--- src/design/tlaik_pkg.sv ---
// Shared types, constants and tables for the two-link arm jog IK unit.
// No dependencies.
package tlaik_pkg;

	localparam int LINK_LEN_DEF = 60;
	localparam int SAMPLE_W = 12;
	localparam int POS_W = 11;        // signed cursor, covers 2*255+5
	localparam int SQ_W = 21;         // x*x + y*y
	localparam int RAD_W = 18;        // 4*L*L for L up to 255
	localparam int FRAC_SH = 40;      // root operand scale
	localparam int OPND_W = RAD_W + FRAC_SH;
	localparam int ROOT_W = OPND_W / 2;
	localparam int CORD_W = 32;       // CORDIC x/y
	localparam int ZW = 26;           // CORDIC angle accumulator
	localparam int ANG_W = 28;        // Q16 angle working width
	localparam int SQRT_STEPS = ROOT_W;
	localparam int CORDIC_STEPS = 22;
	localparam int CNT_W = 5;
	localparam int OP_SH = 20;        // gamma operand scale
	localparam int ANGLE_GUARD = 128;
	localparam logic signed [ANG_W-1:0] DEG90_Q16 = ANG_W'(90 * 65536);
	localparam logic signed [ANG_W-1:0] DEG180_Q16 = ANG_W'(180 * 65536);

	// register indexes
	localparam logic [1:0] REG_DEAD_LOW = 2'd0;
	localparam logic [1:0] REG_DEAD_HIGH = 2'd1;
	localparam logic [1:0] REG_FAR_LOW = 2'd2;
	localparam logic [1:0] REG_FAR_HIGH = 2'd3;

	typedef struct packed {
		logic load;
		logic square;
		logic check;
		logic root_init;
		logic root_step;
		logic cord_init;
		logic cord_step;
		logic angle;
		logic commit;
		logic [CNT_W-1:0] idx;
	} tlaik_cmd_t;

	typedef struct packed {
		logic go;
	} tlaik_stat_t;

	// atan(2^-i) in Q16 degrees
	function automatic logic [ZW-1:0] atan_entry(input logic [CNT_W-1:0] i);
		logic [ZW-1:0] v;
		unique case (i)
			5'd0: v = ZW'(2949120);
			5'd1: v = ZW'(1740967);
			5'd2: v = ZW'(919879);
			5'd3: v = ZW'(466945);
			5'd4: v = ZW'(234379);
			5'd5: v = ZW'(117304);
			5'd6: v = ZW'(58666);
			5'd7: v = ZW'(29335);
			5'd8: v = ZW'(14668);
			5'd9: v = ZW'(7334);
			5'd10: v = ZW'(3667);
			5'd11: v = ZW'(1833);
			5'd12: v = ZW'(917);
			5'd13: v = ZW'(458);
			5'd14: v = ZW'(229);
			5'd15: v = ZW'(115);
			5'd16: v = ZW'(57);
			5'd17: v = ZW'(29);
			5'd18: v = ZW'(14);
			5'd19: v = ZW'(7);
			5'd20: v = ZW'(4);
			5'd21: v = ZW'(2);
			default: v = '0;
		endcase
		return v;
	endfunction

endpackage

--- src/design/tlaik_sqrt.sv ---
// Bit-serial floor integer square root, two operand bits per cycle while step is high.
// Depends on tlaik_pkg.
module tlaik_sqrt
	import tlaik_pkg::*;
(
	input  logic              clk,
	input  logic              init,
	input  logic              step,
	input  logic [OPND_W-1:0] opnd,
	output logic [ROOT_W-1:0] root
);

	logic [OPND_W-1:0] opnd_q;
	logic [31:0] rem_q;
	logic [ROOT_W-1:0] root_q;
	logic [33:0] cur;
	logic [33:0] trial;

	assign cur = {rem_q, opnd_q[OPND_W-1 -: 2]};
	assign trial = {3'b000, root_q, 2'b01};

	// one restoring digit per step
	always_ff @(posedge clk) begin
		if (init) begin
			opnd_q <= opnd;
			rem_q <= '0;
			root_q <= '0;
		end else if (step) begin
			opnd_q <= {opnd_q[OPND_W-3:0], 2'b00};
			if (cur >= trial) begin
				rem_q <= 32'(cur - trial);
				root_q <= {root_q[ROOT_W-2:0], 1'b1};
			end else begin
				rem_q <= cur[31:0];
				root_q <= {root_q[ROOT_W-2:0], 1'b0};
			end
		end
	end

	assign root = root_q;

endmodule

--- src/design/tlaik_cordic.sv ---
// CORDIC vectoring unit, one rotation per cycle while step is high, angle in Q16 degrees.
// Depends on tlaik_pkg.
module tlaik_cordic
	import tlaik_pkg::*;
(
	input  logic                     clk,
	input  logic                     init,
	input  logic                     step,
	input  logic [CNT_W-1:0]         idx,
	input  logic signed [CORD_W-1:0] x0,
	input  logic signed [CORD_W-1:0] y0,
	output logic signed [ZW-1:0]     z
);

	logic signed [CORD_W-1:0] x_q, y_q;
	logic signed [ZW-1:0] z_q;
	logic signed [CORD_W-1:0] xs, ys;
	logic signed [ZW-1:0] a;

	assign xs = x_q >>> idx;
	assign ys = y_q >>> idx;
	assign a = signed'(atan_entry(idx));

	// drive y toward zero
	always_ff @(posedge clk) begin
		if (init) begin
			x_q <= x0;
			y_q <= y0;
			z_q <= '0;
		end else if (step) begin
			if (!y_q[CORD_W-1]) begin
				x_q <= x_q + ys;
				y_q <= y_q - xs;
				z_q <= z_q + a;
			end else begin
				x_q <= x_q - ys;
				y_q <= y_q + xs;
				z_q <= z_q - a;
			end
		end
	end

	assign z = z_q;

endmodule

--- src/design/tlaik_dp.sv ---
// Datapath: thresholds, cursor and angle state, roots, CORDIC, angle assembly.
// Depends on tlaik_pkg, tlaik_sqrt, tlaik_cordic.
module tlaik_dp
	import tlaik_pkg::*;
#(
	parameter int LINK_LEN = LINK_LEN_DEF
) (
	input  logic                clk,
	input  logic                arst_n,
	input  logic                cfg_we,
	input  logic [1:0]          cfg_index,
	input  logic [11:0]         cfg_data,
	input  logic [SAMPLE_W-1:0] horiz_sample,
	input  logic [SAMPLE_W-1:0] vert_sample,
	input  tlaik_cmd_t          cmd,
	output tlaik_stat_t         stat,
	output logic [7:0]          shoulder_deg,
	output logic [7:0]          elbow_deg,
	output logic                shoulder_moved,
	output logic                elbow_moved,
	output logic                reachable,
	output logic [7:0]          cursor_x,
	output logic [6:0]          cursor_y
);

	localparam logic [RAD_W-1:0] REACH2 = RAD_W'(4 * LINK_LEN * LINK_LEN);

	logic [11:0] dead_low_q, dead_high_q, far_low_q, far_high_q;
	logic signed [POS_W-1:0] pos_x_q, pos_y_q, tx_q, ty_q;
	logic [7:0] sh_now_q, el_now_q;
	logic dead_q, go_q, reach_q;
	logic [SQ_W-1:0] sqx_q, sqy_q, r2_q;
	logic [7:0] nsh_q, nel_q;
	logic signed [3:0] dx, dy;
	logic signed [2*POS_W-1:0] px, py;
	logic [SQ_W-1:0] r2;
	logic reach_ok;
	logic [ROOT_W-1:0] root_c, root_s;
	logic [RAD_W-1:0] diff;
	logic signed [ZW-1:0] za, zg;
	logic signed [POS_W-1:0] ax;
	logic signed [ANG_W-1:0] alpha, graw, gamma, sh, el;

	function automatic logic signed [3:0] axis_step(input logic [11:0] s,
			input logic [11:0] dl, input logic [11:0] dh,
			input logic [11:0] fl, input logic [11:0] fh);
		logic signed [3:0] v;
		priority if (s < dl) v = (s < fl) ? -4'sd5 : -4'sd1;
		else if (s > dh) v = (s > fh) ? 4'sd5 : 4'sd1;
		else v = 4'sd0;
		return v;
	endfunction

	function automatic logic [7:0] to_deg(input logic signed [ANG_W-1:0] q);
		logic signed [ANG_W-1:0] g;
		logic [7:0] d;
		g = q + ANG_W'(ANGLE_GUARD);
		priority if (g < 0) d = 8'd0;
		else if (g > DEG180_Q16) d = 8'd180;
		else d = g[23:16];
		return d;
	endfunction

	// configuration registers
	always_ff @(posedge clk or negedge arst_n) begin
		if (!arst_n) begin
			dead_low_q <= 12'd1884;
			dead_high_q <= 12'd2212;
			far_low_q <= 12'd164;
			far_high_q <= 12'd3850;
		end else if (cfg_we) begin
			unique case (cfg_index)
				REG_DEAD_LOW: dead_low_q <= cfg_data;
				REG_DEAD_HIGH: dead_high_q <= cfg_data;
				REG_FAR_LOW: far_low_q <= cfg_data;
				REG_FAR_HIGH: far_high_q <= cfg_data;
			endcase
		end
	end

	assign dx = axis_step(horiz_sample, dead_low_q, dead_high_q, far_low_q, far_high_q);
	assign dy = axis_step(vert_sample, dead_low_q, dead_high_q, far_low_q, far_high_q);
	assign px = tx_q * tx_q;
	assign py = ty_q * ty_q;
	assign r2 = sqx_q + sqy_q;
	assign reach_ok = !ty_q[POS_W-1] && (r2 <= SQ_W'(REACH2));
	assign diff = REACH2 - r2_q[RAD_W-1:0];
	assign ax = tx_q[POS_W-1] ? -tx_q : tx_q;

	// target, squares and reach check
	always_ff @(posedge clk) begin
		if (cmd.load) begin
			tx_q <= pos_x_q + POS_W'(dx);
			ty_q <= pos_y_q + POS_W'(dy);
			dead_q <= (dx == 4'sd0) && (dy == 4'sd0);
		end
		if (cmd.square) begin
			sqx_q <= SQ_W'(px);
			sqy_q <= SQ_W'(py);
		end
		if (cmd.check) begin
			r2_q <= r2;
			go_q <= !dead_q && reach_ok;
			reach_q <= dead_q || reach_ok;
		end
	end

	assign stat.go = go_q;

	tlaik_sqrt u_sqrt_c (
		.clk  (clk),
		.init (cmd.root_init),
		.step (cmd.root_step),
		.opnd ({r2_q[RAD_W-1:0], {FRAC_SH{1'b0}}}),
		.root (root_c)
	);

	tlaik_sqrt u_sqrt_s (
		.clk  (clk),
		.init (cmd.root_init),
		.step (cmd.root_step),
		.opnd ({diff, {FRAC_SH{1'b0}}}),
		.root (root_s)
	);

	tlaik_cordic u_cord_a (
		.clk  (clk),
		.init (cmd.cord_init),
		.step (cmd.cord_step),
		.idx  (cmd.idx),
		.x0   (signed'(CORD_W'(root_c))),
		.y0   (signed'(CORD_W'(root_s))),
		.z    (za)
	);

	tlaik_cordic u_cord_g (
		.clk  (clk),
		.init (cmd.cord_init),
		.step (cmd.cord_step),
		.idx  (cmd.idx),
		.x0   (CORD_W'(ax) <<< OP_SH),
		.y0   (CORD_W'(ty_q) <<< OP_SH),
		.z    (zg)
	);

	// angle assembly with the exact axis cases
	always_comb begin
		priority if (root_s == '0) alpha = '0;
		else if (root_c == '0) alpha = DEG90_Q16;
		else alpha = ANG_W'(za);
		priority if (ty_q == '0) graw = '0;
		else if (tx_q == '0) graw = DEG90_Q16;
		else graw = ANG_W'(zg);
		gamma = tx_q[POS_W-1] ? DEG180_Q16 - graw : graw;
		if (!tx_q[POS_W-1] && tx_q != '0) begin
			sh = gamma + alpha;
			el = DEG90_Q16 - (alpha <<< 1);
		end else begin
			sh = gamma - alpha;
			el = DEG90_Q16 + (alpha <<< 1);
		end
	end

	always_ff @(posedge clk) begin
		if (cmd.angle) begin
			nsh_q <= to_deg(sh);
			nel_q <= to_deg(el);
		end
	end

	// arm state
	always_ff @(posedge clk or negedge arst_n) begin
		if (!arst_n) begin
			pos_x_q <= '0;
			pos_y_q <= POS_W'(2 * LINK_LEN);
			sh_now_q <= 8'd90;
			el_now_q <= 8'd90;
		end else if (cmd.commit && go_q) begin
			pos_x_q <= tx_q;
			pos_y_q <= ty_q;
			sh_now_q <= nsh_q;
			el_now_q <= nel_q;
		end
	end

	// result register
	always_ff @(posedge clk) begin
		if (cmd.commit) begin
			reachable <= reach_q;
			if (go_q) begin
				shoulder_deg <= nsh_q;
				elbow_deg <= nel_q;
				shoulder_moved <= nsh_q != sh_now_q;
				elbow_moved <= nel_q != el_now_q;
				cursor_x <= tx_q[7:0];
				cursor_y <= ty_q[6:0];
			end else begin
				shoulder_deg <= sh_now_q;
				elbow_deg <= el_now_q;
				shoulder_moved <= 1'b0;
				elbow_moved <= 1'b0;
				cursor_x <= pos_x_q[7:0];
				cursor_y <= pos_y_q[6:0];
			end
		end
	end

endmodule

--- src/design/tlaik_ctrl.sv ---
// Controller: sequences one item through the datapath, holds output valid.
// Depends on tlaik_pkg.
module tlaik_ctrl
	import tlaik_pkg::*;
(
	input  logic        clk,
	input  logic        arst_n,
	input  logic        s_tvalid,
	output logic        s_tready,
	output logic        m_tvalid,
	input  logic        m_tready,
	input  tlaik_stat_t stat,
	output tlaik_cmd_t  cmd
);

	typedef enum logic [8:0] {
		S_IDLE  = 9'b000000001,
		S_SQ    = 9'b000000010,
		S_CHK   = 9'b000000100,
		S_INIT  = 9'b000001000,
		S_ROOT  = 9'b000010000,
		S_CINIT = 9'b000100000,
		S_CORD  = 9'b001000000,
		S_ANG   = 9'b010000000,
		S_FIN   = 9'b100000000
	} state_t;

	state_t state_q, state_d;
	logic [CNT_W-1:0] cnt_q;
	logic out_free, commit;

	assign out_free = !m_tvalid || m_tready;
	assign commit = (state_q == S_FIN) && out_free;
	assign s_tready = (state_q == S_IDLE);

	// next state
	always_comb begin
		state_d = state_q;
		unique case (state_q)
			S_IDLE: if (s_tvalid) state_d = S_SQ;
			S_SQ: state_d = S_CHK;
			S_CHK: state_d = S_INIT;
			S_INIT: state_d = stat.go ? S_ROOT : S_FIN;
			S_ROOT: if (cnt_q == CNT_W'(SQRT_STEPS - 1)) state_d = S_CINIT;
			S_CINIT: state_d = S_CORD;
			S_CORD: if (cnt_q == CNT_W'(CORDIC_STEPS - 1)) state_d = S_ANG;
			S_ANG: state_d = S_FIN;
			S_FIN: if (out_free) state_d = S_IDLE;
			default: state_d = S_IDLE;
		endcase
	end

	always_ff @(posedge clk or negedge arst_n) begin
		if (!arst_n) begin
			state_q <= S_IDLE;
			cnt_q <= '0;
			m_tvalid <= 1'b0;
		end else begin
			state_q <= state_d;
			if (state_q == S_ROOT || state_q == S_CORD) cnt_q <= cnt_q + 1'b1;
			else cnt_q <= '0;
			if (commit) m_tvalid <= 1'b1;
			else if (m_tready) m_tvalid <= 1'b0;
		end
	end

	// datapath commands
	always_comb begin
		cmd.load = (state_q == S_IDLE) && s_tvalid;
		cmd.square = (state_q == S_SQ);
		cmd.check = (state_q == S_CHK);
		cmd.root_init = (state_q == S_INIT);
		cmd.root_step = (state_q == S_ROOT);
		cmd.cord_init = (state_q == S_CINIT);
		cmd.cord_step = (state_q == S_CORD);
		cmd.angle = (state_q == S_ANG);
		cmd.commit = commit;
		cmd.idx = cnt_q;
	end

endmodule

--- src/design/two_link_arm_jog_inverse_kinematics_unit.sv ---
// Channel   Dir  Width  Contents
// s_axis    in   24     horiz_sample, vert_sample
// m_axis    out  40     angles, moved flags, reachable, cursor
// cfg       in   12     threshold registers 0..3
//
// From accept to result valid, a moving item runs two 29-step
// square roots side by side, then two 22-step CORDIC units side by side.
// An item in the dead zone or out of reach skips the roots and the CORDIC units.
// The next item can be taken in the cycle after the result is committed.
// One item is in work at a time; a new item is taken while a result waits.
// A stalled result holds the last step; reset restores cursor and angles.
// Top level: joins controller and datapath. Depends on tlaik_pkg, tlaik_ctrl, tlaik_dp.
module two_link_arm_jog_inverse_kinematics_unit
	import tlaik_pkg::*;
#(
	parameter int LINK_LEN = LINK_LEN_DEF
) (
	input  logic        clk,
	input  logic        arst_n,
	input  logic        s_tvalid,
	output logic        s_tready,
	input  logic [23:0] s_tdata,   // horiz_sample[11:0], vert_sample[23:12]
	output logic        m_tvalid,
	input  logic        m_tready,
	output logic [39:0] m_tdata,   // shoulder_deg[7:0], elbow_deg[15:8],
	                               // shoulder_moved[16], elbow_moved[17],
	                               // reachable[18], cursor_x[26:19],
	                               // cursor_y[33:27], zero[39:34]
	input  logic        cfg_we,
	input  logic [1:0]  cfg_index,
	input  logic [11:0] cfg_data
);

	tlaik_cmd_t cmd;
	tlaik_stat_t stat;
	logic [7:0] shoulder_deg, elbow_deg, cursor_x;
	logic [6:0] cursor_y;
	logic shoulder_moved, elbow_moved, reachable;

	tlaik_ctrl u_ctrl (
		.clk      (clk),
		.arst_n   (arst_n),
		.s_tvalid (s_tvalid),
		.s_tready (s_tready),
		.m_tvalid (m_tvalid),
		.m_tready (m_tready),
		.stat     (stat),
		.cmd      (cmd)
	);

	tlaik_dp #(.LINK_LEN(LINK_LEN)) u_dp (
		.clk            (clk),
		.arst_n         (arst_n),
		.cfg_we         (cfg_we),
		.cfg_index      (cfg_index),
		.cfg_data       (cfg_data),
		.horiz_sample   (s_tdata[11:0]),
		.vert_sample    (s_tdata[23:12]),
		.cmd            (cmd),
		.stat           (stat),
		.shoulder_deg   (shoulder_deg),
		.elbow_deg      (elbow_deg),
		.shoulder_moved (shoulder_moved),
		.elbow_moved    (elbow_moved),
		.reachable      (reachable),
		.cursor_x       (cursor_x),
		.cursor_y       (cursor_y)
	);

	assign m_tdata = {6'b000000, cursor_y, cursor_x, reachable, elbow_moved,
		shoulder_moved, elbow_deg, shoulder_deg};

endmodule

--- config.mk ---
export PLATFORM = sky130hd
export DESIGN_NAME = two_link_arm_jog_inverse_kinematics_unit
export DESIGN_NICKNAME = d
export VERILOG_FILES = /design/src/design/tlaik_pkg.sv /design/src/design/tlaik_sqrt.sv /design/src/design/tlaik_cordic.sv /design/src/design/tlaik_dp.sv /design/src/design/tlaik_ctrl.sv /design/src/design/two_link_arm_jog_inverse_kinematics_unit.sv
export SDC_FILE = /design/constraint.sdc
export NUM_CORES = 2
export LEC_CHECK = 0
export BUFFER_PORTS_ARGS = -buffer_cell sky130_fd_sc_hd__buf_2
export CORE_MARGIN = 2
export CORE_UTILIZATION = 30
export CTS_CLUSTER_DIAMETER = 200
export DETAILED_ROUTE_END_ITERATION = 8
export PLACE_DENSITY = 0.49
export SLEW_MARGIN = 5
export SYNTH_ARGS = -nofsm -noshare
export SYNTH_HDL_FRONTEND = slang
export SYNTH_SLANG_ARGS = --single-unit
--- constraint.sdc ---
create_clock -name clk -period 21.7 [get_ports clk]
set_clock_uncertainty 0.2 [all_clocks]
set_input_delay 4.34 -clock clk [delete_from_list [all_inputs] [get_ports clk]]
set_output_delay 4.34 -clock clk [all_outputs]
set_load 0.05 [all_outputs]
==> qor.yml <==
status:
  status: "finished clean"
clock_tree:
  htree_levels: 3
  clkTransAtPathRegs_ns: 0.07
  cts_made_buffers: 77
  clk_path_buf_depth: 3
  cts_setup_buffers: 0
  cts.sinks: 571
  cts-resized-gates: 0
  clock_latency_ns: 0.74
  cts_hold_buf: 0
  cts_tree: "built"
  root_buffer: "clkbuf_16"
floorplanning:
  dieHeight_um: 450
  start_util: 0.302
  core_sq_um: 197000
  die_area_sq_um: 202000
  io_pins: 85
  num_rows: 163
  chipWidth_um: 450
global_routing:
  grt_pass1_wl_um: 286000
  grt_max_degree: 90
  antenna_found_initial: 9
  grt_overflow: 0
  grt_pass1_vias: 48500
  track_usage: 0.176
yosys:
  synth_flop_cell: "edfxtp_1"
  ys_ff_latch: 571
  yosysTopAreaCell: "edfxtp_1"
  synth_cells: 6719
  syn_area_per_cell_sq_um: 8.87
  yosysTopAreaCellShare: 0.126
  yosys.cell_types.count: 114
  ys_async_sr_fraction: 0.177
  seq_area_frac_synth: 0.243
  ys_top_cells_by_area: "edfxtp_1, ha_1, dfxtp_1"
  ys_warn_count: 0
  synth-edff-count: 250
  syn_area_sq_um: 59600
setup_path:
  cp_data_arrival_time_ns: 9.18
  crit_type: "flip-flop to flip-flop"
  worstSetupStartpointType: "flip-flop"
  critPathCaptureType: "flip-flop"
  path_max_fanout: 64
  crit_required_ns: 21.97
routing:
  top_layer: "met5"
  first_iter_violations: 3558
  ant_nets: 0
  drcViolationCount: 0
  wl_um: 182000
  wire_per_inst_um: 19.5
  num_vias: 49600
  dr.pass1.iters: 6
  met3RoutedLength_um: 8660
  wl_met2_um: 83100
  wl_met1_um: 85900
  via_per_inst: 5.32
timing:
  hold_viol_final: 0
  fin_ws_ns: 12.79
  relSlewSlack: 0.289
  finalMaxSlewViolations: 0
  min_period_over_period: 0.410
  tightest_slew_ns: 1.06
  rsz0062_at_grt: "false"
  setup_violations: 0
  min_period_ns: 8.91
  hold_ws_ns: 0.255
  fin_setup_tns_ns: 0
  timing.fmax_mhz: 112
placement:
  placed_cells: 9180
  io_buffers: 78
  hpwl_um: 138000
  dpl_worst_slack_ns: 12.11
  gp_congestion: 0.887
layout:
  instances_no_fill: 9328
  nNetsFinal: 7373
  layout_commonest_cell: "nand2_1"
  layout-area-overhead-vs-synth_pct: 9.26
  layout_common_cells: "nand2_1, nor2_1, ha_1, o21ai_0, a21oi_1"
  drive_gt1_frac: 0.108
hold_path:
  min_path_type: "flip-flop to flip-flop"
run:
  maxCapViolCount: 0
area by class of cell:
cell class,count,area [sq um]
Sequential cell,571,14500
Antenna cell,5,12.5
Clock inverter,40,529
Tap cell,2640,3300
Inverter,466,1760
Clock buffer,103,2100
Timing Repair Buffer,151,941
Fill cell,20700,132000
Multi-Input combinational cell,5352,42000
kinds of logic after synthesis:
family                     count (synthesis)  synth area share
other                                      1         0.0000629
buffers and inverters                    801            0.0550
DFF                                      571             0.243
AOI/OAI and AO/OA                       1730             0.182
and+or+nand+nor                         1991             0.161
adders and majority gates                711             0.176
muxes                                    422             0.111
xor gates and xnor gates                 492            0.0726
cells in the mapped netlist (16+ instances only):
master    count
nand2b_1     97
or3_1        40
a21o_1      169
mux2_2      131
nand3_1     148
buf_4        20
nand2_1     611
dfstp_2      33
a211oi_1     50
and3_1       37
inv_1       461
a21boi_0     28
ha_1        501
nand4_1      48
buf_2        30
fa_1        210
a22oi_1      16
a21oi_1     464
o22ai_1      30
o21bai_1     35
o21a_1       51
nor3_1      115
mux4_2      178
o211ai_1     44
or2_2        29
dfrtp_1      68
xnor2_1     272
nor2b_1      68
o21ai_0     500
a22o_1       18
buf_1        45
nor3b_1      26
a31oi_1      68
a211o_1      20
and2_1      115
edfxtp_1    250
o31a_1       17
clkbuf_1    219
dfxtp_1     220
o31ai_1      38
nor4_1       48
xor2_1      219
nor2_1      525
mux2i_1     108
critical path, cell delays in order (launching register included):
cell	delay [ns]
dfrtp_4	0.92
buf_4	0.87
mux4_2	0.66
mux2_2	0.30
mux2i_1	0.31
nor2_1	0.08
nor2_1	0.17
ha_1	0.19
inv_1	0.06
or3_1	0.41
nand2b_1	0.24
nor2_1	0.21
a21oi_1	0.11
xor2_1	0.19
ha_1	0.36
a21o_1	0.18
a21o_1	0.17
a21oi_1	0.30
o2111ai_1	0.21
a2111oi_0	0.78
nor4_1	0.18
a2111o_1	0.46
a2111oi_0	0.40
o21bai_1	0.23
o311ai_0	0.20
xnor2_1	0.17
o21ai_1	0.07
per-stage QoR:
stage	cell area (sq um)	util
2_1_floorplan	59600	-
3_3_place_gp	62500	0.316
3_5_place_dp	62500	0.316
4_1_cts	65100	0.330
5_1_grt	65100	0.330
6_report	65100	0.330
sequential cells by signal, indices dropped and copies added (netlist names), 12 cells and up:
signal and count:
u_dp.u_cord_a.x_q 32, u_dp.u_cord_a.y_q 32, u_dp.u_cord_g.x_q 32, u_dp.u_cord_g.y_q 32, u_dp.u_sqrt_c.rem_q 32, u_dp.u_sqrt_s.rem_q 32
u_dp.u_sqrt_c.root 29, u_dp.u_sqrt_s.root 29, u_dp.u_cord_a.z 26, u_dp.u_cord_g.z 26, u_dp.sqx_q 20, u_dp.sqy_q 20
u_dp.r2_q 18, u_dp.u_sqrt_c.opnd_q 18, u_dp.u_sqrt_s.opnd_q 17, u_dp.dead_high_q 12, u_dp.dead_low_q 12, u_dp.far_high_q 12
u_dp.far_low_q 12
metal layers:
layer  up-vias  global-route usage
li1      24000                   -
met5         -                   0
met2      1121               0.285
met4        12              0.0442
met1     24200               0.245
met3       225              0.0262
final timing paths:
path,startpoint,endpoint,slack (ns),depth (start not counted)
min in group asynchronous,arst_n,u_dp.far_low_q[4],3.47,1
max in group asynchronous,arst_n,u_ctrl.cnt_q[4],16.41,2
setup reg to reg,u_ctrl.cnt_q[0],u_dp.u_cord_g.y_q[31],12.79,26
hold / removal,u_dp.u_sqrt_s.rem_q[30],u_dp.u_sqrt_s.rem_q[30],0.26,1
hold reg to reg,u_dp.u_sqrt_s.rem_q[30],u_dp.u_sqrt_s.rem_q[30],0.26,1
setup / recovery,u_ctrl.cnt_q[0],u_dp.u_cord_g.y_q[31],12.79,26
Power is left out: the tool's default activity adds up to more than one toggle a clock period on the data nets, which glitch-free logic cannot reach.
